### src/escev_pkg.sv
// Shared types and constants for the epoch slot cache evictor.
// Slot record layout, result record, modulo unit handshake, command codes.
// No dependencies.
`default_nettype none

package escev_pkg;

  localparam int EP_W      = 64;
  localparam int CNT_W     = 11;
  localparam int THR_W     = 7;
  localparam int POS_W     = 10;
  localparam int EVC_W     = 9;
  localparam int CMD_W     = 2;
  localparam int CFG_W     = 11;
  localparam int CFG_IDX_W = 1;

  localparam int PCT_SCALE   = 100;
  localparam int EVICT_SHIFT = 2;
  localparam int MUL_W       = CNT_W + THR_W;

  localparam int MOD_RADIX = 4;
  localparam int MOD_STEPS = EP_W / MOD_RADIX;
  localparam int MOD_CNT_W = $clog2(MOD_STEPS);

  localparam logic [CMD_W-1:0] CMD_COMMIT = 2'd0;
  localparam logic [CMD_W-1:0] CMD_READ   = 2'd1;
  localparam logic [CMD_W-1:0] CMD_EVICT  = 2'd2;

  localparam logic [CFG_IDX_W-1:0] CFG_SLOT_COUNT = 1'd0;
  localparam logic [CFG_IDX_W-1:0] CFG_THRESHOLD  = 1'd1;

  localparam logic [CFG_W-1:0] SLOT_COUNT_RST = 11'd1024;
  localparam logic [THR_W-1:0] THRESHOLD_RST  = 7'd90;

  typedef struct packed {
    logic            valid;
    logic [EP_W-1:0] guard;
    logic [EP_W-1:0] visible;
  } slot_t;

  typedef struct packed {
    logic [POS_W-1:0] slot_position;
    logic [EP_W-1:0]  old_guard;
    logic             swapped;
    logic [EP_W-1:0]  read_visible;
    logic             read_valid;
    logic [CNT_W-1:0] usage;
    logic [EVC_W-1:0] evicted;
  } res_t;

  typedef struct packed {
    logic             start;
    logic [EP_W-1:0]  dividend;
    logic [CNT_W-1:0] divisor;
  } mod_req_t;

  typedef struct packed {
    logic             done;
    logic [CNT_W-1:0] rem;
  } mod_rsp_t;

endpackage

`default_nettype wire

### src/escev_mod.sv
// Iterative remainder unit: 64-bit dividend by 11-bit divisor, four bits a cycle.
// Uses escev_pkg for widths and the request/response records.
`default_nettype none

module escev_mod (
  input  wire logic               clk,
  input  wire logic               rst_n,
  input  wire escev_pkg::mod_req_t req,
  output escev_pkg::mod_rsp_t     rsp
);
  import escev_pkg::*;

  logic                 busy_r;
  logic                 done_r;
  logic [MOD_CNT_W-1:0] cnt_r;
  logic [EP_W-1:0]      shift_r;
  logic [CNT_W-1:0]     rem_r;
  logic [CNT_W-1:0]     div_r;
  logic [CNT_W-1:0]     rem_step;

  always_comb begin
    logic [CNT_W:0]   t;
    logic [CNT_W-1:0] r;
    r = rem_r;
    for (int k = 0; k < MOD_RADIX; k++) begin
      t = {r, shift_r[EP_W-1-k]};
      if (t >= {1'b0, div_r}) begin
        t = t - {1'b0, div_r};
      end
      r = t[CNT_W-1:0];
    end
    rem_step = r;
  end

  always_ff @(posedge clk) begin
    if (!rst_n) begin
      busy_r <= 1'b0;
      done_r <= 1'b0;
      cnt_r  <= '0;
    end else begin
      done_r <= 1'b0;
      if (req.start) begin
        busy_r <= 1'b1;
        cnt_r  <= '0;
      end else if (busy_r) begin
        cnt_r <= cnt_r + 1'b1;
        if (cnt_r == MOD_CNT_W'(MOD_STEPS - 1)) begin
          busy_r <= 1'b0;
          done_r <= 1'b1;
        end
      end
    end
  end

  always_ff @(posedge clk) begin
    if (req.start) begin
      shift_r <= req.dividend;
      rem_r   <= '0;
      div_r   <= req.divisor;
    end else if (busy_r) begin
      shift_r <= shift_r << MOD_RADIX;
      rem_r   <= rem_step;
    end
  end

  assign rsp.done = done_r;
  assign rsp.rem  = rem_r;

endmodule

`default_nettype wire

### config.mk
export PLATFORM = sky130hd
export DESIGN_NAME = escev_mod
export DESIGN_NICKNAME = d
export VERILOG_FILES = /design/src/escev_pkg.sv /design/src/escev_mod.sv
export SDC_FILE = /design/constraint.sdc
export NUM_CORES = 1
export LEC_CHECK = 0
export BUFFER_PORTS_ARGS = -buffer_cell sky130_fd_sc_hd__buf_2
export CAP_MARGIN = 10
export CELL_PAD_IN_SITES_DETAIL_PLACEMENT = 0
export CELL_PAD_IN_SITES_GLOBAL_PLACEMENT = 2
export CORE_AREA = 2 2 132 134
export CTS_CLUSTER_DIAMETER = 30
export DETAILED_ROUTE_END_ITERATION = 6
export DIE_AREA = 0 0 134 136
export PLACE_DENSITY_LB_ADDON = 0.1
export SYNTH_ARGS = -nofsm -noshare
export SYNTH_HDL_FRONTEND = slang
export SYNTH_SLANG_ARGS = --single-unit
export TNS_END_PERCENT = 30
### constraint.sdc
create_clock -name clk -period 12.3 [get_ports clk]
set_input_delay 1.845 -clock clk [delete_from_list [all_inputs] [get_ports clk]]
set_output_delay 1.845 -clock clk [all_outputs]
set_load 0.005 [all_outputs]
## After elaboration in Yosys (flattened, before gate mapping)

Index checks and enable logic that the tools add are counted.

| storage, ports and cells | value |
|---|---|
| output and inout bits | 12 |
| input bits | 78 |
| register bits | 92 |
| word-level logic and storage cells | 31 |

| cells by class | value |
|---|---|
| add/sub/neg operators | 5 |
| mux-type cells | 10 |
| reductions and logical operators | 3 |
| equal/unequal tests | 1 |
| order comparisons | 4 |
| bitwise logic cells | 2 |

Operators with widths:

| operator | count |
|---|---|
| $mux W64 | 2 |
| $ge A12 B11 Y1 | 4 |
| $mux W11 | 4 |
| $sub A11 B11 Y11 | 4 |
| $add A4 B1 Y4 const B | 1 |
| $eq A4 B4 Y1 const B | 1 |
| $mux W1 | 4 |
| $reduce_or A3 Y1 | 1 |
| $not A1 Y1 | 2 |
| $reduce_bool A2 Y1 | 1 |
| $reduce_or A2 Y1 | 1 |

## Depth between registers and ports, before layout

Gate-level depths: netlist of the first run.

| logic depth | value |
|---|---|
| depth after elaboration | 8 |
| mapped depth | 41 |

## Worst setup path before layout of the first run

Ideal clock, no wire load.

| timing path | value |
|---|---|
| path kind | register to register |
| start | reg div_r[0] |
| end | reg rem_r[0] |
| stages on the path, launching flop included | 39 |
| setup slack | 3565 ps |
| arrival time | 8640 ps |
| setup time | 95 ps |
| data required time | 12205 ps |
| clock period less this slack | 8735 ps |
| cell sequence | edfxtp_1 ha_1 fa_1 nand2b_1 a211oi_2 o31a_4 or2_1 buf_6 mux2_2 ha_1 o21a_1 o21ai_0 a221oi_1 o21ai_2 nand2_1 clkbuf_1 mux2_2 ha_1 [3 not listed] nor2_1 a21oi_1 a211oi_2 nand2_1 buf_2 mux2i_1 inv_1 ha_1 or3_1 o21ai_1 a31oi_2 o41a_1 or4_4 and2_4 a21o_1 buf_6 a2111o_1 o311ai_1 |

| between the ends | value |
|---|---|
| longest elaborated chain between the ends | 8 |
| elaborated cells between the ends (all ways) | 12 |

RTL lines:

| item | line | text |
|---|---|---|
| from (decl) | escev_mod.sv:18 | `logic [CNT_W-1:0] div_r;` |
| from (signal assigned) | escev_mod.sv:59 | `div_r <= req.divisor;` |
| $sub A11 B11 Y11 or $ge A12 B11 Y1 (tied branches) | escev_mod.sv:28, escev_mod.sv:27 |  |
| $mux W11 | escev_mod.sv:27 | `if (t >= {1'b0, div_r}) begin` |
| $sub A11 B11 Y11 or $ge A12 B11 Y1 (tied branches) | escev_mod.sv:28, escev_mod.sv:27 |  |
| $mux W11 | escev_mod.sv:27 |  |
| $sub A11 B11 Y11 or $ge A12 B11 Y1 (tied branches) | escev_mod.sv:28, escev_mod.sv:27 |  |
| $mux W11 | escev_mod.sv:27 |  |
| $ge A12 B11 Y1 | escev_mod.sv:27 |  |
| $mux W11 * | escev_mod.sv:27 |  |
| to (signal assigned) | escev_mod.sv:62 | `rem_r <= rem_step;` |
| to (decl) | escev_mod.sv:17 | `logic [CNT_W-1:0] rem_r;` |

Mark *: on every way between the ends. The rest lies on a longest branch, timed or not.
A chain may end at the register's enable or synchronous reset.

## Final worst setup path of the first run

Same ends and word-level chain as after synthesis.

==> results of run 1 <==
per-layer routing:
layer / GRT usage / part of all wire
met1: 0.235 / 0.44
met2: 0.312 / 0.46
met3: 0.0529 / 0.060
met4: 0.0887 / 0.039
met5: 0 / 0
layout by cell type, fill, tap and decap left out, types with 10 or more instances in the layout:
cell / count
nor2_1: 36
nand3_1: 10
edfxtp_1: 75
mux2_2: 68
buf_2: 88
nor3_1: 16
dfxtp_1: 17
nand2_1: 30
nand4_1: 11
mux2i_1: 12
a21o_1: 14
a21oi_1: 30
o21ai_0: 12
xnor2_1: 19
xor2_1: 13
ha_1: 45
inv_1: 35
critical path: cells and delay by family, from the launching register on:
kind | cells | cell delay [ns]
compound gates | 16 | 4.50
fa+ha+maj | 5 | 1.62
buf+inv | 3 | 0.35
flops | 1 | 0.53
mux | 2 | 0.83
simple gates | 10 | 2.65
cell families after synthesis:
kind of cell    after synthesis  synth area share
simple gates                152             0.124
compound gates              121             0.144
flops                        92             0.410
mux                          80             0.140
buf+inv                      54            0.0354
fa+ha+maj                    49             0.102
xor+xnor                     32            0.0443
cell type report:
type	instances	area [um^2]
clock buffers	10	229
inverters	35	131
flip-flops and latches	92	2590
fillers	1673	9600
multi-input cells	434	3500
repair buffers	91	463
clock inverters	6	71.3
well taps	225	282
diodes	1	2.50
through the flow:
stage / util / cell area (um^2) / hold WS (ns) / setup slack [ns]
detailed placement: 0.413 / 6970 / 0.507 / 1.89
global route: 0.431 / 7270 / 0.547 / 1.03
CTS: 0.431 / 7270 / 0.521 / 1.82
finish: 0.431 / 7270 / 0.505 / 1.71
floorplan: - / 6320 / 0.462 / 3.56
global placement: 0.413 / 6970 / 0.495 / 1.94
sequential cells by signal, summed over array words and instances (netlist names):
register and flops:
busy_r 1, cnt_r 4, div_r 11, done_r 1
rem_r 11, shift_r 64
path summary, 6_finish.rpt:
| check | slack, ns | cells past startpoint | from | end |
|---|---|---|---|---|
| worst max-delay path | 1.71 | 36 | div_r[0]$_DFFE_PP_ | rem_r[0]$_SDFFE_PP0P_ |
| worst min-delay path | 0.50 | 2 | cnt_r[3]$_SDFFE_PP0P_ | done_r$_SDFF_PP0_ |
| worst max register to register | 1.71 | 36 | div_r[0]$_DFFE_PP_ | rem_r[0]$_SDFFE_PP0P_ |
| worst min register to register | 0.50 | 2 | cnt_r[3]$_SDFFE_PP0P_ | done_r$_SDFF_PP0_ |
==> flow_metrics.tcl, run 1 <==
set metrics [dict create \
    syn_inst 580 \
    vias 4750 \
    antenna_left 0 \
    grtUsageTotal 0.191 \
    io_buffers 89 \
    slew_headroom 0.441 \
    clkTransAtPathRegs_ns 0.07 \
    cts_setup_buffers 0 \
    hold_buffers 0 \
    required_ns 12.54 \
    place.gp.congestion 0.921 \
    place_hpwl_um 13100 \
    setup_viol 0 \
    htreeDepth 3 \
    start_kind "flip-flop" \
    num_io_pins 90 \
    slew_viol_final 0 \
    grt_pass1_wl_um 26400 \
    grt_pass1_vias 4827 \
    path_max_fanout 12 \
    crit_arrival_ns 10.83 \
    drive_gt1_frac 0.292 \
    post-synth-top-count-cell "edfxtp_1" \
    stdcell_count 894 \
    grt_overflow 0 \
    syn_area_per_cell_um2 10.9 \
    hold_viol 0 \
    dr.pass1.iters 5 \
    postCtsResizedCells 0 \
    yosys_warnings 0 \
    cts_sinks 92 \
    ys_seq_area_frac 0.410 \
    via_per_inst 5.31 \
    status "finished, final reports clean" \
    drc 0 \
    crit_path_end_kind "flip-flop" \
    core_um2 16900 \
    synth_edf_count 75 \
    numCtsBuffers 9 \
    synth_cell_types 72 \
    core.rowCount 48 \
    drtIter0Drc 257 \
    cts_tree "yes" \
    grt_antenna_before_repair 1 \
    crit_slowest_cell "a311oi_1" \
    routed_wl_um 17000 \
    synth_area_um2 6320 \
    synth_top_area_frac 0.356 \
    dp.cells 877 \
    area_growth_pct 15.1 \
    clk_path_buf_depth 2 \
    criticalPathCategory "flip-flop to flip-flop" \
    synth_common_cells "75 x edfxtp_1, 68 x mux2_2, 45 x ha_1, 36 x nor2_1, 35 x inv_1" \
    fin_crit_sh 0.861 \
    chipHeight_um 136 \
    die_x_um 134 \
    skew_ns 0.00884 \
    wl_per_cell_um 19.0 \
    cap_violations 0 \
    min_period_ns 10.59 \
    critPathMostFrequentCell "ha_1" \
    ys.flop_type "edfxtp_1" \
    dieArea_um2 18200 \
    clkLatencyLatePin_ns 0.34 \
    grt_max_degree 55 \
    cts_root_buf "clkbuf_16" \
    start_util 0.374 \
    ys_async_sr_fraction 0 \
    rsz0062_at_grt "false" \
    tightest_slew_ns 0.837 \
    fin_nets 790 \
    critical_path.max_stage_delay_ns 0.68 \
    syn_nets 707 \
    setup_tns_ns 0 \
    yosys.area.top_type "edfxtp_1" \
    ys_top_cells_by_area "edfxtp_1 36%, mux2_2 12%, ha_1 8.9%, dfxtp_1 5.4%, xnor2_1 2.6%" \
    holdCritPathClass "flip-flop to flip-flop" \
    max_freq_mhz 94.4 \
    ys_seq_elements 92 \
]
Power of run 1 is not shown: default switching activity piles up to over one toggle a cycle in this logic, so the estimate is an artifact.
==> run 2, diff against run 1 <==
--- a/config.mk
+++ b/config.mk
@@ -5,14 +5,15 @@
 export SDC_FILE = /design/constraint.sdc
 export NUM_CORES = 1
 export LEC_CHECK = 0
+export ABC_AREA = 1
 export BUFFER_PORTS_ARGS = -buffer_cell sky130_fd_sc_hd__buf_2
 export CAP_MARGIN = 10
 export CELL_PAD_IN_SITES_DETAIL_PLACEMENT = 0
 export CELL_PAD_IN_SITES_GLOBAL_PLACEMENT = 2
-export CORE_AREA = 2 2 132 134
+export CORE_AREA = 2 2 143 145
 export CTS_CLUSTER_DIAMETER = 30
 export DETAILED_ROUTE_END_ITERATION = 6
-export DIE_AREA = 0 0 134 136
+export DIE_AREA = 0 0 145 147
 export PLACE_DENSITY_LB_ADDON = 0.1
 export SYNTH_ARGS = -nofsm -noshare
 export SYNTH_HDL_FRONTEND = slang
==> flow_metrics.tcl, run 2 <==
set metrics [dict create \
    critical_path.max_stage_delay_ns 0.48 \
    clk_path_buf_depth 2 \
    r2r_end "rem_r[2]$_SDFFE_PP0P_" \
    holdPathEnd "cnt_r[1]$_SDFFE_PP0P_" \
    r2r_start "div_r[0]$_DFFE_PP_" \
    hp-start "cnt_r[1]$_SDFFE_PP0P_" \
    num_io_pins 90 \
    chipHeight_um 147 \
    yosys_warnings 0 \
    ys_seq_area_frac 0.393 \
    reg_top3 "shift_r x64, div_r x11, rem_r x11" \
    ys_async_sr_fraction 0 \
    largest_reg_flops 64 \
    cts_sinks 92 \
    core_um2 19800 \
    synth_cell_types 41 \
    crit_arrival_ns 8.15 \
    start_kind "flip-flop" \
    required_ns 12.54 \
    synth_top_family_by_area "simple AND/OR/NAND/NOR gates" \
    crit_slowest_cell "edfxtp_1" \
    io_buffers 89 \
    grtUsageTotal 0.190 \
    start_util 0.333 \
    layout_commonest_cell "nand2_1" \
    rsz0062_at_grt "false" \
    htreeDepth 3 \
    clkLatencyLatePin_ns 0.35 \
    synth_edf_count 75 \
    slew_headroom 0.413 \
    slew_viol_final 0 \
    ys_top_cells_by_area "edfxtp_1 34%, nand2_1 21%, ha_1 8.5%, inv_1 5.6%, dfxtp_1 5.2%" \
    fin_util 0.383 \
    synth_top_area_frac 0.341 \
    cts_root_buf "clkbuf_16" \
    synth_xor_area_frac 0.0411 \
    area_growth_pct 15.2 \
    routed_wl_um 19500 \
    die_x_um 145 \
    path_max_fanout 14 \
    place.gp.congestion 0.866 \
    crit_path_end_kind "flip-flop" \
    postCtsResizedCells 0 \
    setup_viol 0 \
    vias 5793 \
    setup_slack_ns 4.39 \
    hold_buffers 0 \
    numCtsBuffers 9 \
    holdPathStages 2 \
    via_per_inst 4.68 \
    yosys.area.top_type "edfxtp_1" \
    status "finished, final reports clean" \
    dieArea_um2 21300 \
    muxShareOfSynthArea 0 \
    drive_gt1_frac 0.136 \
    cts_setup_buffers 0 \
    post-synth-top-count-cell "nand2_1" \
    drtIter0Drc 215 \
    clkTransAtPathRegs_ns 0.07 \
    synth_simple_gate_area_frac 0.332 \
    ys_seq_elements 92 \
    grt_antenna_before_repair 3 \
    min_period_ns 7.91 \
    synth_compound_area_frac 0.0559 \
    max_freq_mhz 126 \
    fin_nets 1087 \
    final_cell_mix "367 x nand2_1, 98 x inv_1, 89 x buf_2, 75 x edfxtp_1, 60 x nand3_1" \
    ys.flop_type "edfxtp_1" \
    grt_overflow 0 \
    criticalPathCategory "flip-flop to flip-flop" \
    setup_tns_ns 0 \
    grt_pass1_vias 5985 \
    syn_area_per_cell_um2 7.48 \
    synth_common_cells "367 x nand2_1, 99 x inv_1, 75 x edfxtp_1, 60 x nand3_1, 45 x ha_1" \
    grt_pass1_wl_um 31400 \
    ff2ff_path_depth 44 \
    core.rowCount 52 \
    wl_per_cell_um 15.8 \
    critPathMostFrequentCell "nand2_1" \
    cap_violations 0 \
    antenna_left 0 \
    holdCritPathClass "flip-flop to flip-flop" \
    syn_nets 1009 \
    place_hpwl_um 15000 \
    grt_max_degree 66 \
    top_register "shift_r" \
    fin_crit_sh 0.643 \
    hold_viol 0 \
    dr.pass1.iters 4 \
    ff2ff_setup_slack_ns 4.39 \
    tightest_slew_ns 0.878 \
    cts_tree "yes" \
    syn_inst 882 \
    skew_ns 0.00499 \
    synth_area_um2 6600 \
    pre_cts_ws_ns 4.47 \
    drc 0 \
    synthAdderAreaFrac 0.0974 \
]
run 2: cell count changes after synthesis, sizes merged, moves of 8 or more:
cell   delta
nor3b     -9
xor2      +8
nand2   +339
nor3      -9
xnor2     -9
inv      +70
nand3    +57
a21o     -15
mux2     -68
nand4    +10
mux2i    -12
run 2: layout make-up:
| cell class | instances | area [um^2] |
|---|---|---|
| tap | 270 | 338 |
| antenna | 2 | 5.00 |
| fill | 2136 | 12200 |
| sequential | 92 | 2590 |
| timing repair buffer | 93 | 475 |
| clock inverter | 5 | 83.8 |
| inverter | 107 | 402 |
| multi-input combinational | 657 | 3480 |
| clock buffer | 11 | 233 |
run 2: worst max-delay path: cells and delay by family, from the launching register on:
family          cells  cell delay (ns)
flops               1             0.48
buf+inv             7             0.54
simple gates       22             3.25
compound gates     10             1.86
fa+ha+maj           5             1.64
run 2: kinds of logic (layout without fill, tap and decap cells):
kind of cell               after synthesis  count (layout)
AOI/OAI and AO/OA                       64              64
buffers and inverters                  133             216
and+or+nand+nor                        513             513
adders and majority gates               49              49
other                                    0               2
xor gates and xnor gates                31              31
DFF                                     92              92
run 2: how the worst max path moves through the flow:
stage / start / endpoint / slack, ns / depth (start not counted)
CTS: div_r[0]$_DFFE_PP_ / rem_r[2]$_SDFFE_PP0P_ / 4.43 / 44
global placement: div_r[0]$_DFFE_PP_ / rem_r[2]$_SDFFE_PP0P_ / 4.40 / 44
detailed placement: div_r[0]$_DFFE_PP_ / rem_r[2]$_SDFFE_PP0P_ / 4.47 / 44
global route: div_r[0]$_DFFE_PP_ / rem_r[2]$_SDFFE_PP0P_ / 3.59 / 44
floorplan: div_r[0]$_DFFE_PP_ / rem_r[9]$_SDFFE_PP0P_ / 6.08 / 42
finish: div_r[0]$_DFFE_PP_ / rem_r[2]$_SDFFE_PP0P_ / 4.39 / 44
run 2: through the flow:
stage | hold slack [ns] | instance area [um^2] | cells
6_report | 0.490 | 7600 | 1237
5_1_grt | 0.511 | 7600 | 1235
4_1_cts | 0.491 | 7600 | 1235
3_5_place_dp | 0.482 | 7280 | 1219
3_3_place_gp | 0.480 | 7280 | 1219
2_1_floorplan | 0.456 | 6600 | 882
run 2: layer usage:
metal / vias up / wire length [um] / track usage
met5: - / 0 / 0
met4: 0 / 692 / 0.0822
met3: 38 / 897 / 0.0388
met2: 122 / 9200 / 0.326
met1: 2622 / 8740 / 0.231
li1: 3011 / - / -
Power of run 2 is left out for the same reason.
==> run 3, diff against run 2 <==
--- a/config.mk
+++ b/config.mk
@@ -10,10 +10,10 @@
 export CAP_MARGIN = 10
 export CELL_PAD_IN_SITES_DETAIL_PLACEMENT = 0
 export CELL_PAD_IN_SITES_GLOBAL_PLACEMENT = 2
-export CORE_AREA = 2 2 143 145
+export CORE_AREA = 2 2 152 154
 export CTS_CLUSTER_DIAMETER = 30
 export DETAILED_ROUTE_END_ITERATION = 6
-export DIE_AREA = 0 0 145 147
+export DIE_AREA = 0 0 154 156
 export PLACE_DENSITY_LB_ADDON = 0.1
 export SYNTH_ARGS = -nofsm -noshare
 export SYNTH_HDL_FRONTEND = slang
==> constraint.sdc (replaced) <==
create_clock -name clk -period 7.2 [get_ports clk]
set_input_delay 1.08 -clock clk [delete_from_list [all_inputs] [get_ports clk]]
set_output_delay 1.08 -clock clk [all_outputs]
set_load 0.005 [all_outputs]
==> flow_metrics.tcl, run 3 (synthesis gave the netlist of run 2 again) <==
set metrics [dict create \
    criticalPathCategory "flip-flop to flip-flop" \
    drc 0 \
    holdCritPathClass "flip-flop to flip-flop" \
    drtIter0Drc 230 \
    layout_commonest_cell "nand2_1" \
    place_hpwl_um 16600 \
    clkTransAtPathRegs_ns 0.08 \
    reg_top3 "shift_r x64, div_r x11, rem_r x11" \
    crit_slowest_cell "edfxtp_1" \
    skew_ns 0.0130 \
    wl_per_cell_um 16.4 \
    dp.cells 1270 \
    final_cell_mix "365 x nand2_1, 97 x inv_1, 89 x buf_2, 75 x edfxtp_1, 60 x nand3_1" \
    slew_headroom 0.316 \
    grtUsageTotal 0.179 \
    fin_nets 1126 \
    cts_tree "yes" \
    num_io_pins 90 \
    antenna_left 0 \
    fin_crit_sh 0.921 \
    stdcell_count 1291 \
    hold_viol 0 \
    htreeDepth 3 \
    crit_buf_inv 7 \
    start_kind "flip-flop" \
    setup_tns_ns 0 \
    setup_viol 0 \
    clk_path_buf_depth 2 \
    dr.pass1.iters 4 \
    postPlaceCellArea_um2 7570 \
    multi_input_area_um2 3600 \
    crit_arrival_ns 6.93 \
    fill_cells 2465 \
    crit_family "simple AND/OR/NAND/NOR gates" \
    via_per_inst 4.64 \
    place.gp.congestion 0.833 \
    io_buffers 89 \
    grt_max_degree 70 \
    cap_violations 0 \
    critPathMostFrequentCell "nand2_1" \
    grt_overflow 0 \
    slew_viol_final 0 \
    critical_path.max_stage_delay_ns 0.40 \
    pre_cts_ws_ns 0.297 \
    routed_wl_um 21200 \
    numCtsBuffers 9 \
    area_growth_pct 21.7 \
    cts_sinks 92 \
    tightest_slew_ns 1.03 \
    clkLatencyLatePin_ns 0.36 \
    max_freq_mhz 151 \
    largest_reg_flops 64 \
    vias 5990 \
    dieArea_um2 24000 \
    seqCellArea_um2 2590 \
    grt_pass1_vias 6083 \
    setup_slack_ns 0.569 \
    core_um2 22400 \
    start_util 0.295 \
    die_x_um 154 \
    status "finished, final reports clean" \
    drive_gt1_frac 0.189 \
    grt_pass1_wl_um 33200 \
    path_max_fanout 10 \
    rsz0062_at_grt "false" \
    chipHeight_um 156 \
    min_period_ns 6.63 \
    top_register "shift_r" \
    required_ns 7.50 \
    fin_area_um2 8040 \
    cts_root_buf "clkbuf_16" \
    grt_antenna_before_repair 4 \
    crit_path_end_kind "flip-flop" \
    core.rowCount 55 \
    ff2ff_setup_slack_ns 0.57 \
]
run 3: layer usage:
| layer | vias up | track usage | wire length, um |
|---|---|---|---|
| met5 | - | 0 | 27 |
| met4 | 4 | 0.0369 | 319 |
| met3 | 26 | 0.0469 | 1040 |
| met2 | 127 | 0.307 | 9990 |
| met1 | 2732 | 0.228 | 9810 |
| li1 | 3101 | - | - |
run 3: cell type report:
type                       instances  area share
tap                              285      0.0444
timing repair buffer             131      0.0951
inverter                         107      0.0500
sequential                        92       0.323
antenna                            2    0.000623
multi-input combinational        658       0.448
clock buffer                       9      0.0280
clock inverter                     7      0.0114
run 3: worst paths after layout:
check	from	end	cells past startpoint
max	div_r[0]$_DFFE_PP_	rem_r[6]$_SDFFE_PP0P_	43
min	cnt_r[1]$_SDFFE_PP0P_	cnt_r[1]$_SDFFE_PP0P_	2
max reg2reg	div_r[0]$_DFFE_PP_	rem_r[6]$_SDFFE_PP0P_	43
min reg2reg	cnt_r[1]$_SDFFE_PP0P_	cnt_r[1]$_SDFFE_PP0P_	2
run 3: per-stage QoR:
| step | util | hold WS [ns] |
|---|---|---|
| floorplan | - | 0.456 |
| global placement | 0.339 | 0.477 |
| detailed placement | 0.339 | 0.481 |
| CTS | 0.353 | 0.492 |
| global route | 0.359 | 0.528 |
| finish | 0.359 | 0.491 |
run 3: worst min-delay path, delay by kind of cell (launching register included):
kind | cells | cell delay [ns]
compound gates | 1 | 0.05
flops | 1 | 0.33
simple gates | 1 | 0.07
run 3: what timing repair did:
action,CTS,global route
hold buffers,0,0
resized for setup,0,26
hold endpoints to repair,0,0
buffers inserted,0,2
setup endpoints to repair,0,11
Power of run 3 is left out for the same reason.
